--- config.mk ---
export PLATFORM = sky130hd
export DESIGN_NAME = packed_pattern_event_decoder
export DESIGN_NICKNAME = d
export VERILOG_FILES = /design/src/rtl/core/ppe_pkg.sv /design/src/rtl/core/ppe_front.sv /design/src/rtl/core/ppe_back.sv /design/src/rtl/core/packed_pattern_event_decoder.sv
export SDC_FILE = /design/constraint.sdc
export NUM_CORES = 1
export LEC_CHECK = 0
export ABC_AREA = 0
export BUFFER_PORTS_ARGS = -buffer_cell sky130_fd_sc_hd__buf_4
export CAP_MARGIN = 20
export CORE_MARGIN = 10
export CORE_UTILIZATION = 45
export DETAILED_ROUTE_END_ITERATION = 12
export PLACE_DENSITY = 0.75
export SYNTH_ARGS = -nofsm -noshare
export SYNTH_HDL_FRONTEND = slang
export SYNTH_SLANG_ARGS = --single-unit
--- constraint.sdc ---
create_clock -name clk -period 5.15 [get_ports clk]
set_input_delay 0.515 -clock clk [delete_from_list [all_inputs] [get_ports clk]]
set_output_delay 0.515 -clock clk [all_outputs]
set_load 0.02 [all_outputs]
--- src/rtl/core/ppe_pkg.sv ---
package ppe_pkg;

  localparam int MaxTracks       = 32;
  localparam int MaxEffects      = 4;
  localparam int MaxPatternBytes = 65536;

  localparam logic [1:0] KIND_NOTE   = 2'd0;
  localparam logic [1:0] KIND_EFFECT = 2'd1;
  localparam logic [1:0] KIND_END    = 2'd2;

  localparam logic [1:0] ST_OK        = 2'd0;
  localparam logic [1:0] ST_TRUNCATED = 2'd1;
  localparam logic [1:0] ST_TOO_MANY  = 2'd2;

  localparam logic [0:0] REG_BASE_CHANNELS = 1'd0;

  typedef struct packed {
    logic [1:0] kind;
    logic [16:0] row;
    logic [5:0] channel;
    logic [7:0] note;
    logic [7:0] sample;
    logic [7:0] fx_byte;
    logic [7:0] param;
    logic [1:0] status;
  } ppe_evt_t;

  function automatic logic [5:0] ppe_classify(input logic [4:0] fx, input logic [7:0] prm);
    logic [3:0] hi;
    logic [5:0] r;
    hi = prm[7:4];
    if (fx == 5'd0) r = 6'd0;
    else if (fx <= 5'd13) r = {1'b0, fx} + 6'd1;
    else if (fx == 5'd14) begin
      unique case (hi)
        4'h0: r = 6'd15;
        4'h1, 4'h2: r = 6'd16;
        4'h3: r = 6'd17;
        4'h4: r = 6'd18;
        4'h5: r = 6'd19;
        4'h6: r = 6'd20;
        4'h7: r = 6'd21;
        4'h8, 4'h9: r = 6'd22;
        4'ha, 4'hb: r = 6'd23;
        4'hc: r = 6'd24;
        4'hd: r = 6'd25;
        4'he: r = 6'd26;
        default: r = 6'd27;
      endcase
    end else if (fx <= 5'd20) r = {1'b0, fx} + 6'd13;
    else if (fx == 5'h1e) begin
      if (hi == 4'h0) r = 6'd34;
      else if (hi == 4'h8) r = 6'd35;
      else if (hi == 4'hd) r = 6'd36;
      else r = 6'd37;
    end else if (fx == 5'h1f) r = 6'd38;
    else r = 6'd1;
    return r;
  endfunction

endpackage

--- src/rtl/core/ppe_front.sv ---
module ppe_front import ppe_pkg::*; #(
  parameter int MAX_TRACKS        = MaxTracks,
  parameter int MAX_EFFECTS       = MaxEffects,
  parameter int MAX_PATTERN_BYTES = MaxPatternBytes
) (
  input  logic           clk,
  input  logic           rst_n,
  input  logic           in_valid,
  output logic           in_stall,
  input  logic           in_mode,
  input  logic [7:0]     in_data,
  input  logic [5:0]     base_channels,
  output logic           q_push,
  output ppe_evt_t       q_evt,
  input  logic           q_full
);

  typedef enum logic [2:0] {
    PH_LEAD, PH_NOTE, PH_SAMPLE, PH_FXBYTE, PH_FXPARAM, PH_DRAIN
  } phase_t;

  phase_t      phase_r;
  logic [1:0]  flags_r;
  logic [4:0]  track_r;
  logic [7:0]  note_r;
  logic [7:0]  fxb_r;
  logic [2:0]  fxcnt_r;
  logic [16:0] row_r;
  logic [5:0]  maxch_r;
  logic [1:0]  err_r;
  logic        rowend_r;

  logic        acc;
  logic [16:0] rows;
  logic [5:0]  ch;
  logic [1:0]  st;

  assign in_stall = q_full;
  assign acc = in_valid && !in_stall;

  always_comb begin
    rows = row_r;
    if (!rowend_r && row_r < 17'(MAX_PATTERN_BYTES)) rows = row_r + 17'd1;
    if (rows == 17'd0) rows = 17'd1;
    ch = (base_channels > maxch_r) ? base_channels : maxch_r;
    if (ch == 6'd0) ch = 6'd1;
    if (ch > 6'(MAX_TRACKS)) ch = 6'(MAX_TRACKS);
    st = err_r;
    if (st == ST_OK && phase_r != PH_LEAD) st = ST_TRUNCATED;
  end

  always_comb begin
    q_push = 1'b0;
    q_evt = '0;
    q_evt.row = row_r;
    q_evt.channel = {1'b0, track_r};
    if (acc) begin
      if (in_mode) begin
        q_push = 1'b1;
        q_evt.kind = KIND_END;
        q_evt.row = rows;
        q_evt.channel = ch;
        q_evt.status = st;
      end else if (phase_r == PH_SAMPLE) begin
        q_push = 1'b1;
        q_evt.kind = KIND_NOTE;
        q_evt.note = note_r;
        q_evt.sample = in_data;
      end else if (phase_r == PH_FXPARAM) begin
        q_push = 1'b1;
        q_evt.kind = KIND_EFFECT;
        q_evt.fx_byte = fxb_r;
        q_evt.param = in_data;
      end
    end
  end

  always_ff @(posedge clk) begin
    if (!rst_n || (acc && in_mode)) begin
      phase_r <= PH_LEAD;
      flags_r <= '0;
      track_r <= '0;
      note_r <= '0;
      fxb_r <= '0;
      fxcnt_r <= '0;
      row_r <= '0;
      maxch_r <= '0;
      err_r <= ST_OK;
      rowend_r <= 1'b0;
    end else if (acc) begin
      unique case (phase_r)
        PH_LEAD: begin
          if (in_data == 8'd0) begin
            if (row_r < 17'(MAX_PATTERN_BYTES)) row_r <= row_r + 17'd1;
            rowend_r <= 1'b1;
          end else begin
            rowend_r <= 1'b0;
            track_r <= in_data[4:0];
            if ({1'b0, in_data[4:0]} + 6'd1 > maxch_r) maxch_r <= {1'b0, in_data[4:0]} + 6'd1;
            flags_r <= in_data[6:5];
            fxcnt_r <= '0;
            if (in_data[5]) phase_r <= PH_NOTE;
            else if (in_data[6]) phase_r <= PH_FXBYTE;
          end
        end
        PH_NOTE: begin
          note_r <= in_data;
          phase_r <= PH_SAMPLE;
        end
        PH_SAMPLE: phase_r <= flags_r[1] ? PH_FXBYTE : PH_LEAD;
        PH_FXBYTE: begin
          fxb_r <= in_data;
          phase_r <= PH_FXPARAM;
        end
        PH_FXPARAM: begin
          if (fxb_r[5]) begin
            fxcnt_r <= fxcnt_r + 3'd1;
            if (fxcnt_r + 3'd1 >= 3'(MAX_EFFECTS)) begin
              err_r <= ST_TOO_MANY;
              phase_r <= PH_DRAIN;
            end else begin
              phase_r <= PH_FXBYTE;
            end
          end else begin
            phase_r <= PH_LEAD;
          end
        end
        default: phase_r <= PH_DRAIN;
      endcase
    end
  end

  a_drain_err: assert property (@(posedge clk) disable iff (!rst_n)
    phase_r == PH_DRAIN |-> err_r == ST_TOO_MANY) else $error("drain without error");
  a_push_acc: assert property (@(posedge clk) disable iff (!rst_n)
    q_push |-> acc) else $error("push without accept");
  a_fxcnt: assert property (@(posedge clk) disable iff (!rst_n)
    fxcnt_r <= 3'(MAX_EFFECTS)) else $error("effect count overflow");

endmodule

--- src/rtl/core/ppe_back.sv ---
module ppe_back import ppe_pkg::*; (
  input  logic        clk,
  input  logic        rst_n,
  input  logic        q_push,
  input  ppe_evt_t    q_evt,
  output logic        q_full,
  output logic        out_valid,
  input  logic        out_stall,
  output logic [1:0]  out_kind,
  output logic [16:0] out_row,
  output logic [5:0]  out_channel,
  output logic [7:0]  out_note,
  output logic [7:0]  out_sample,
  output logic [1:0]  out_effect_slot,
  output logic [4:0]  out_effect,
  output logic [7:0]  out_param,
  output logic [5:0]  out_effect_class,
  output logic [1:0]  out_status
);

  ppe_evt_t   slot_r [2];
  logic [1:0] vld_r;
  logic       pop;
  ppe_evt_t   h;

  assign h = slot_r[0];
  assign out_valid = vld_r[0];
  assign pop = vld_r[0] && !out_stall;
  assign q_full = vld_r[1];

  always_ff @(posedge clk) begin
    if (!rst_n) begin
      vld_r <= '0;
    end else begin
      priority case ({q_push, pop})
        2'b10: vld_r <= vld_r[0] ? 2'b11 : 2'b01;
        2'b01: vld_r <= vld_r[1] ? 2'b01 : 2'b00;
        default: vld_r <= vld_r;
      endcase
    end
    if (pop) begin
      slot_r[0] <= vld_r[1] ? slot_r[1] : q_evt;
      if (vld_r[1]) slot_r[1] <= q_evt;
    end else if (q_push) begin
      if (vld_r[0]) slot_r[1] <= q_evt;
      else slot_r[0] <= q_evt;
    end
  end

  assign out_kind = h.kind;
  assign out_row = h.row;
  assign out_channel = h.channel;
  assign out_note = h.note;
  assign out_sample = h.sample;
  assign out_status = h.status;
  assign out_effect_slot = (h.kind == KIND_EFFECT) ? h.fx_byte[7:6] : 2'd0;
  assign out_effect = (h.kind == KIND_EFFECT) ? h.fx_byte[4:0] : 5'd0;
  assign out_param = h.param;
  assign out_effect_class = (h.kind == KIND_EFFECT) ? ppe_classify(h.fx_byte[4:0], h.param) : 6'd0;

  a_order: assert property (@(posedge clk) disable iff (!rst_n)
    vld_r[1] |-> vld_r[0]) else $error("queue hole");
  a_noovf: assert property (@(posedge clk) disable iff (!rst_n)
    q_full && !pop |-> !q_push) else $error("queue overflow");
  a_hold: assert property (@(posedge clk) disable iff (!rst_n)
    out_valid && out_stall |=> out_valid && $stable(out_kind)) else $error("output dropped");

endmodule

--- src/rtl/core/packed_pattern_event_decoder.sv ---
// Decodes a packed tracker pattern one byte per clock cycle, one transaction per cycle
// sustained while in_stall is low. A front parser classifies each byte and a two-entry
// queue feeds the output side, so input is stalled only when two results wait; an end
// transaction emits the row count, channel count and status and restarts the parser.
module packed_pattern_event_decoder import ppe_pkg::*; #(
  parameter int MAX_TRACKS        = MaxTracks,
  parameter int MAX_EFFECTS       = MaxEffects,
  parameter int MAX_PATTERN_BYTES = MaxPatternBytes
) (
  input  logic        clk,
  input  logic        rst_n,
  input  logic        in_valid,
  output logic        in_stall,
  input  logic        in_mode,
  input  logic [7:0]  in_data,
  output logic        out_valid,
  input  logic        out_stall,
  output logic [1:0]  out_kind,
  output logic [16:0] out_row,
  output logic [5:0]  out_channel,
  output logic [7:0]  out_note,
  output logic [7:0]  out_sample,
  output logic [1:0]  out_effect_slot,
  output logic [4:0]  out_effect,
  output logic [7:0]  out_param,
  output logic [5:0]  out_effect_class,
  output logic [1:0]  out_status,
  input  logic        psel,
  input  logic        penable,
  input  logic        pwrite,
  input  logic [0:0]  paddr,
  input  logic [31:0] pwdata,
  output logic [31:0] prdata,
  output logic        pready
);

  logic [5:0] base_r;
  logic       q_push;
  logic       q_full;
  ppe_evt_t   q_evt;

  assign pready = 1'b1;
  assign prdata = (paddr == REG_BASE_CHANNELS) ? {26'd0, base_r} : 32'd0;

  always_ff @(posedge clk) begin
    if (!rst_n) base_r <= '0;
    else if (psel && penable && pwrite && paddr == REG_BASE_CHANNELS) base_r <= pwdata[5:0];
  end

  ppe_front #(.MAX_TRACKS(MAX_TRACKS), .MAX_EFFECTS(MAX_EFFECTS),
    .MAX_PATTERN_BYTES(MAX_PATTERN_BYTES)) u_front (
    .clk, .rst_n, .in_valid, .in_stall, .in_mode, .in_data,
    .base_channels(base_r), .q_push, .q_evt, .q_full
  );

  ppe_back u_back (
    .clk, .rst_n, .q_push, .q_evt, .q_full, .out_valid, .out_stall,
    .out_kind, .out_row, .out_channel, .out_note, .out_sample, .out_effect_slot,
    .out_effect, .out_param, .out_effect_class, .out_status
  );

endmodule
==> results.ini, run 1 <==
[cells_and_area]
final_util=0.506
instances_no_fill=1162
syn_to_final_growth_pct=11.0
multi_input_area_mm2=0.00372
diodes=0
seqCellArea_mm2=0.00470
fillerInstances=1818
drive_above_1_share=0.192
layout.nets=953

[placement]
dp_hpwl_mm=13.2
port_buffers=94
placed_cells=1129
dp_worst_setup_slack_ns=2.09
finalWeightedCongestion=0.889

[setup_path]
worst_setup_path_end_kind=output pin
rrSetupSlack_ns=2.14
required_ns=4.64
crit_buf_inv=2
start_kind=flip-flop
cp_max_fo=9
crit_type=reg2out
crit_slowest_cell=a31oi_1
critPathArrivalTime_ns=2.56
crit_family=compound AO/OA/AOI/OAI gates
slowest_delay_ns=0.61
crit_chain=inv_1 -> ha_1 -> a21oi_1 -> a31oi_1 -> nand4_1 -> a21o_1 -> a21oi_1 -> buf_4
cp_common_cell=a21oi_1

[global_routing]
grt_usage=0.141
grt_pass1_vias=5897
grt_start_max_net_pins=40
grt_pass1_wl_mm=30.4
grt-ovfl-total=0
antenna_found_initial=0

[drt]
drtPass1Iterations=4
drtIter0Drc=348
antenna_left=0
viasPerCell=5.21
vias=6057
routed_wl_mm=18.8
wl_per_cell_um=16.2
drcViolationCount=0

[power_and_ir_drop]
p_per_area_mw_per_mm2=342
p_leak_nw=4.24
max-vdd-ir-drop_uv=267

[synthesis]
post_synth_num_cell_types=65
synth-seq-area-share=0.512
synth_top_area_share=0.379
synth_top_area_cell=edfxtp_1
synth_area_leaders=edfxtp_1 (38%), dfxtp_1 (13%), buf_4 (6.4%), nor2_1 (3.7%), a21o_1 (3.4%)
ys.flop_type=edfxtp_1
async_flop_share=0
syn_inst=860
synth-edff-count=116
syn_area_per_cell_um2=10.7
ys_ff_latch=177
synth_top_cells_by_count=edfxtp_1 (116), nor2_1 (90), buf_4 (78)
synth_area_mm2=0.00920
synth_most_common_cell=edfxtp_1
synth_warnings=0

[sta]
skew_ns=0.00860
period_minus_slack_ns=3.08
fmaxAchievable_ghz=0.325
finalSetupTns_ns=0
tightest_slew_ns=0.865
finalSetupViolCount=0
slew_headroom=0.420
rsz0062_at_grt=false
slew_viol_final=0
hold_violations=0
worst_slack_ns=2.07
post-route-period-util=0.598
holdWs_ns=0.334

[clock_network]
numCtsBuffers=17
numClockSinks=177
cts_hold_buffers=0
clk_pin_slew_ns=0.07
cts_tree=built
clock_path_buffers=2
cts-htree-levels=4
cts-root-buf=clkbuf_16
insertion_delay_ns=0.43
cts_setup_buffers=0
cts_resized=0

[hold_path]
min_path_type=in2reg

[floorplanning]
fp-row-count=52
initial_core_util=0.456
core_mm2=0.0202
die-area_mm2=0.0266
ioPinCount=148
dieHeight_um=163
die_w_um=163

[outcome]
outcome=complete, no violations

[run]
maxCapViolCount=0

## cell families after synthesis
kind of cell,synth area share
buf+inv,0.0952
compound gates,0.0993
simple gates,0.162
fa+ha+maj,0.0340
mux,0.0574
xor+xnor,0.0391
other cells,0.000817
flops,0.512
## power breakdown
group	switching, W	leakage [nW]	internal, W
Sequential	0.0000506	1.58	0.00161
Combinational	0.000325	2.37	0.000201
Clock	0.000535	0.287	0.000763
## state kept, by name, summed over array words and instances, names as in the netlist
signal and flops:
base_r 6, u_back.slot_r 116, u_front.phase_r 3, u_front.flags_r 1, u_back.vld_r 2, u_front.maxch_r 6
u_front.fxcnt_r 3, u_front.rowend_r 1, u_front.track_r 5, u_front.row_r 17, u_front.note_r 8, u_front.fxb_r 8
u_front.err_r 1
## stage by stage
step                total power, W  instance area, µm²
finish                     0.00349               10200
global route               0.00363               10200
CTS                        0.00351               10200
detailed placement         0.00222                9590
global placement           0.00221                9590
floorplan                  0.00210                9290
## layout make-up
| class | instances | area share |
|---|---|---|
| Clock inverter | 13 | 0.0157 |
| Clock buffer | 19 | 0.0424 |
| Tap cell | 270 | 0.0331 |
| Multi-Input combinational cell | 561 | 0.365 |
| Sequential cell | 177 | 0.461 |
| Inverter | 23 | 0.00846 |
| Timing Repair Buffer | 99 | 0.0748 |
## worst register-to-register path, stage by stage (launching register included)
cell	delay, ns
dfxtp_1	0.43
clkinv_1	0.73
mux2i_1	0.35
and2_2	0.60
buf_4	0.53
## worst paths after layout
path,from,endpoint,cells after the start
worst max-delay path,u_back.slot_r[0][11],out_effect_class[3],8
worst min-delay path,pwdata[2],base_r[2],3
worst max register to register,u_back.vld_r[1],u_back.slot_r[0][108],4
worst min register to register,u_front.track_r[1],u_front.track_r[1],2
## cell usage in the layout, fill, tap and decap left out, drive strengths merged, types with 3 or more instances in the layout
cell type	count
edfxtp	116
buf	99
nor2	90
dfxtp	61
a21o	42
nand2	42
and2	40
a21oi	30
mux2i	28
conb	27
nand3	27
ha	25
inv	24
mux2	22
xnor2	21
xor2	20
clkbuf	19
nor3	18
nor2b	17
o21ai	14
nand4	13
a31oi	11
a211oi	9
nor4	7
clkinv	7
and3	6
or3b	5
o211ai	4
or3	4
nand2b	3
and4	3
a22oi	3
bufinv	3
## routing by layer
layer | GRT usage | part of all wire
met5 | 0 | 0
met4 | 0.0488 | 0.015
met3 | 0.0470 | 0.075
met2 | 0.222 | 0.46
met1 | 0.180 | 0.45
Power figures use the tool's default switching activity.
==> run 2, diff against run 1 <==
--- a/config.mk
+++ b/config.mk
@@ -5,13 +5,13 @@
 export SDC_FILE = /design/constraint.sdc
 export NUM_CORES = 1
 export LEC_CHECK = 0
-export ABC_AREA = 0
+export ABC_AREA = 1
 export BUFFER_PORTS_ARGS = -buffer_cell sky130_fd_sc_hd__buf_4
 export CAP_MARGIN = 20
 export CORE_MARGIN = 10
 export CORE_UTILIZATION = 45
 export DETAILED_ROUTE_END_ITERATION = 12
-export PLACE_DENSITY = 0.75
+export PLACE_DENSITY = 0.77
 export SYNTH_ARGS = -nofsm -noshare
 export SYNTH_HDL_FRONTEND = slang
 export SYNTH_SLANG_ARGS = --single-unit
==> constraint.sdc (replaced) <==
create_clock -name clk -period 2.45 [get_ports clk]
set_input_delay 0.245 -clock clk [delete_from_list [all_inputs] [get_ports clk]]
set_output_delay 0.245 -clock clk [all_outputs]
set_load 0.02 [all_outputs]
==> results.ini, run 2 <==
[power_and_ir_drop]
p_total_w=0.00849
p_leak_nw=4.27
p_per_area_mw_per_mm2=803
max-vdd-ir-drop_uv=569

[clock_network]
insertion_delay_ns=0.44
clock_path_buffers=2
numCtsBuffers=17
cts-htree-levels=4
cts_hold_buffers=0
clk_pin_slew_ns=0.08
cts_tree=built
cts-root-buf=clkbuf_16
numClockSinks=177

[sta]
finalSetupTns_ns=-0.0281
fmaxAchievable_ghz=0.405
period_minus_slack_ns=2.47
post-route-period-util=1.01
hold_violations=0
slew_headroom=0.455
rsz0062_at_grt=true
finalSetupViolCount=2
tightest_slew_ns=0.814
skew_ns=0.0130
worst_slack_ns=-0.0192
slew_viol_final=0

[drt]
highest_layer=met4
routed_wl_mm=21.0
wl_met3_mm=1.59
met1_length_mm=9.58
antenna_left=0
wl_per_cell_um=14.8
drtPass1Iterations=7
drtIter0Drc=664
viasPerCell=5.13
met2_length_mm=9.44
drcViolationCount=0
vias=7265

[global_routing]
grt_pass1_vias=6668
grt-ovfl-total=0
grt_pass1_wl_mm=33.6
grt_start_max_net_pins=62
grt_usage=0.154
antenna_found_initial=0

[placement]
dp_hpwl_mm=14.8
finalWeightedCongestion=0.925
port_buffers=94

[hold_path]
min_path_type=in2reg

[floorplanning]
dieHeight_um=163
die-area_mm2=0.0266
ioPinCount=148
initial_core_util=0.456
die_w_um=163
core_mm2=0.0202
fp-row-count=52

[cells_and_area]
layout.nets=1208
final_util=0.522
drive_above_1_share=0.185
final_common_cell=nand2_1
diodes=0
largest_register_ffs=116
syn_to_final_growth_pct=14.5
final_cell_mix=nand2_1 (261), buf_4 (118), edfxtp_1 (116)
top_regs=u_back.slot_r (116), u_front.row_r (17)
largest-register=u_back.slot_r
fillerInstances=1794

[outcome]
violations=setup timing
outcome=complete, but fails checks

[setup_path]
crit_chain=buf_4 -> ha_1 -> inv_1 -> nor2_4 -> nand2_2 -> nand2_1 -> nand3_1 -> o21ai_1 -> o21ai_1 -> nand2_1 -> a21oi_2 -> buf_4
crit_type=reg2out
crit_slowest_cell=edfxtp_1
crit_buf_inv=3
critPathArrivalTime_ns=2.22
crit_family=flip-flops
slowest_delay_ns=0.46
start_kind=flip-flop
required_ns=2.20
cp_max_fo=4
worst_setup_path_end_kind=output pin

[synthesis]
synth_most_common_cell=nand2_1
syn_area_per_cell_um2=8.56
post_synth_num_cell_types=46
synth_top_area_cell=edfxtp_1
synth_top_cells_by_count=nand2_1 (263), edfxtp_1 (116), inv_1 (94)
synth_area_mm2=0.00923
ys.flop_type=edfxtp_1
synth_area_leaders=edfxtp_1 (38%), dfxtp_1 (13%), nand2_1 (11%), buf_4 (6.4%), o21ai_0 (4.6%)
synth_warnings=0
synth-edff-count=116
syn_inst=1078
synth_top_area_share=0.377
synth-seq-area-share=0.510
async_flop_share=0
ys_ff_latch=177

[run]
maxCapViolCount=0

==> run 2: final timing paths <==
check / startpoint / endpoint / slack [ns] / cells after the start
setup reg to reg: u_front.maxch_r[5] / u_back.slot_r[0][35] / 0.24 / 15
hold reg to reg: u_front.note_r[3] / u_front.note_r[3] / 0.47 / 2
setup / recovery: u_back.slot_r[0][11] / out_effect_class[0] / -0.02 / 12
hold / removal: pwdata[2] / base_r[2] / 0.08 / 3
==> run 2: worst min-delay path, stage by stage <==
cell and delay (ns):
buf_4 0.07, o21ai_0 0.07, a21oi_1 0.11
==> run 2: timing repair <==
action,4_1_cts,5_1_grt
setup buffers,7,7
setup endpoints to repair,5,5
pin swaps,0,11
gates resized for setup,5,20
==> run 2: logic make-up after synthesis <==
family                     share of synthesized area
and+or+nand+nor                                0.200
buffers and inverters                          0.123
AOI/OAI and AO/OA                              0.126
DFF                                            0.510
adders and majority gates                     0.0339
xor gates and xnor gates                     0.00474
other                                       0.000814
muxes                                        0.00122
==> run 2: routing by layer <==
layer,global-route usage,vias to the layer above
met4,0.0537,0
li1,-,3611
met3,0.0360,35
met1,0.209,3353
met2,0.236,266
met5,0,-
==> run 2: per-stage QoR <==
step	worst slack, ns	hold WS (ns)	cells	instance area, µm²
after detailed placement	0.143	0.455	1371	9800
final	-0.0192	0.0834	1417	10600
after global placement	0.170	0.446	1371	9800
after global routing	-0.120	0.0906	1417	10600
after floorplan	0.0460	0.383	1103	9350
after CTS	-0.0223	0.0742	1410	10500
==> run 2: final cells by class <==
type / instances / area [µm²] / share of cell area
multi-input combinational: 708 / 3570 / 0.337
tap: 270 / 338 / 0.0320
clock inverter: 15 / 170 / 0.0161
sequential: 177 / 4710 / 0.445
clock buffer: 17 / 425 / 0.0402
inverter: 108 / 409 / 0.0387
timing repair buffer: 122 / 957 / 0.0905
==> run 2: report_power, final <==
part           internal (W)  switching (W)
Clock               0.00146        0.00128
Combinational      0.000702        0.00134
Sequential          0.00358       0.000139
Total               0.00574        0.00275
==> run 3, diff against run 2 <==
--- a/config.mk
+++ b/config.mk
@@ -12,6 +12,8 @@
 export CORE_UTILIZATION = 45
 export DETAILED_ROUTE_END_ITERATION = 12
 export PLACE_DENSITY = 0.77
+export RECOVER_POWER = 50
+export SETUP_SLACK_MARGIN = 0.1
 export SYNTH_ARGS = -nofsm -noshare
 export SYNTH_HDL_FRONTEND = slang
 export SYNTH_SLANG_ARGS = --single-unit
==> results.ini, run 3 (synthesized netlist as in run 2, its figures left out) <==
[cells_and_area]
fillerInstances=1855
final_common_cell=nand2_1
largest-register=u_back.slot_r
largest_register_ffs=116
final_cell_mix=nand2_1 (259), edfxtp_1 (116), o21ai_0 (92)
top_regs=u_back.slot_r (116), u_front.row_r (17)
syn_to_final_growth_pct=13.2
final_area_mm2=0.0104
diodes=0
drive_above_1_share=0.140
instances_no_fill=1421
final_util=0.516
layout.nets=1212

[power_and_ir_drop]
p_leak_nw=4.07
max-vdd-ir-drop_uv=536
p_per_area_mw_per_mm2=808

[floorplanning]
die_w_um=163
core_mm2=0.0202
die-area_mm2=0.0266
fp-row-count=52
initial_core_util=0.456
dieHeight_um=163
ioPinCount=148

[clock_network]
cts_tree=built
clk_pin_slew_ns=0.08
cts-root-buf=clkbuf_16
cts-htree-levels=4
cts_hold_buffers=0
numClockSinks=177
numCtsBuffers=17
insertion_delay_ns=0.44
clock_path_buffers=2

[sta]
finalSetupViolCount=0
fmaxAchievable_ghz=0.418
tightest_slew_ns=0.945
slew_headroom=0.365
period_minus_slack_ns=2.39
skew_ns=0.0117
post-route-period-util=0.976
hold_violations=0
rsz0062_at_grt=true
slew_viol_final=0

[global_routing]
grt_pass1_vias=6704
antenna_found_initial=0
grt-ovfl-total=0
grt_usage=0.154
grt_pass1_wl_mm=33.4
grt_start_max_net_pins=61

[run]
maxCapViolCount=0

[outcome]
outcome=complete, no violations

[setup_path]
regToRegEndpoint=u_back.vld_r[1]
start_kind=flip-flop
rrSetupSlack_ns=0.23
required_ns=2.20
r2r_start=u_front.phase_r[2]
critPathArrivalTime_ns=2.15
cp_max_fo=4
crit_type=reg2out
reg2reg_depth=6
worst_setup_path_end_kind=output pin

[hold_path]
min_to=base_r[4]
min_path_type=in2reg
min_from=pwdata[4]
whs_path_depth=3

[drt]
drcViolationCount=0
wl_per_cell_um=15.2
viasPerCell=5.14
antenna_left=0
routed_wl_mm=21.6
drtPass1Iterations=5
vias=7311
drtIter0Drc=712

[placement]
placed_cell_area_mm2=0.00982
finalWeightedCongestion=0.909
dp_hpwl_mm=15.0
port_buffers=94
placed_cells=1373

[run 3: cell count changes in the layout (fill, tap and decap cells not counted), moves of 3 or more]
cell / change
buf_4: -65
o21ai_0: +10
nand3_1: -4
inv_2: -3
o21ai_1: -11
nand3_2: +4
clkbuf_1: +63
buf_6: +3
[run 3: final cells by class]
class / count / area (µm²) / share of cell area
clock buffer: 17 / 425 / 0.0407
timing repair buffer: 126 / 757 / 0.0725
clock inverter: 15 / 188 / 0.0180
inverter: 108 / 410 / 0.0393
sequential: 177 / 4700 / 0.450
tap: 270 / 338 / 0.0323
multi-input combinational: 708 / 3620 / 0.347
[run 3: repair_timing]
item                                    in CTS  in global routing
pin swaps                                    8                  7
hold endpoints to repair                     0                  0
resized for setup                           24                 22
buffers inserted                            11                  6
endpoints found under the setup margin       5                 15
[run 3: metrics by stage]
| step | hold slack [ns] | setup TNS (ns) | setup WS, ns | power [W] |
|---|---|---|---|---|
| floorplan | 0.383 | 0 | 0.118 | 0.00523 |
| global placement | 0.444 | 0 | 0.186 | 0.00567 |
| detailed placement | 0.447 | 0 | 0.159 | 0.00573 |
| CTS | 0.0718 | 0 | 0.0767 | 0.00855 |
| global route | 0.118 | -0.133 | -0.0648 | 0.00884 |
| finish | 0.0893 | 0 | 0.0600 | 0.00844 |
[run 3: power by group]
part	switching, W	leakage, nW	internal [W]
sequential	0.000134	1.57	0.00358
combinational	0.00139	2.21	0.000578
clock	0.00130	0.292	0.00147
[run 3: worst max path at each step]
stage          slack [ns]  depth (start not counted)                     to            startpoint
2_1_floorplan        0.12                          3  u_back.slot_r[0][100]    u_front.phase_r[2]
3_3_place_gp         0.19                         12     u_front.maxch_r[0]            in_data[0]
3_5_place_dp         0.16                         12     u_front.maxch_r[0]            in_data[0]
4_1_cts              0.08                         12    out_effect_class[0]  u_back.slot_r[0][10]
5_1_grt             -0.06                         13    out_effect_class[0]  u_back.slot_r[0][10]
6_report             0.06                         11    out_effect_class[1]  u_back.slot_r[0][10]
[run 3: routing by layer]
layer / track usage / part of all wire
met3: 0.0310 / 0.075
met5: 0 / 0
met2: 0.254 / 0.47
met4: 0.0570 / 0.017
met1: 0.196 / 0.43
[run 3: worst max-delay path, cell delays in order (launching register included)]
cell	delay [ns]
edfxtp_1	0.46
ha_2	0.24
inv_2	0.08
nor2_4	0.05
ha_4	0.15
inv_2	0.06
nand2_2	0.06
nand3_1	0.08
a21oi_1	0.06
a311oi_1	0.23
nor2_1	0.07
buf_4	0.16
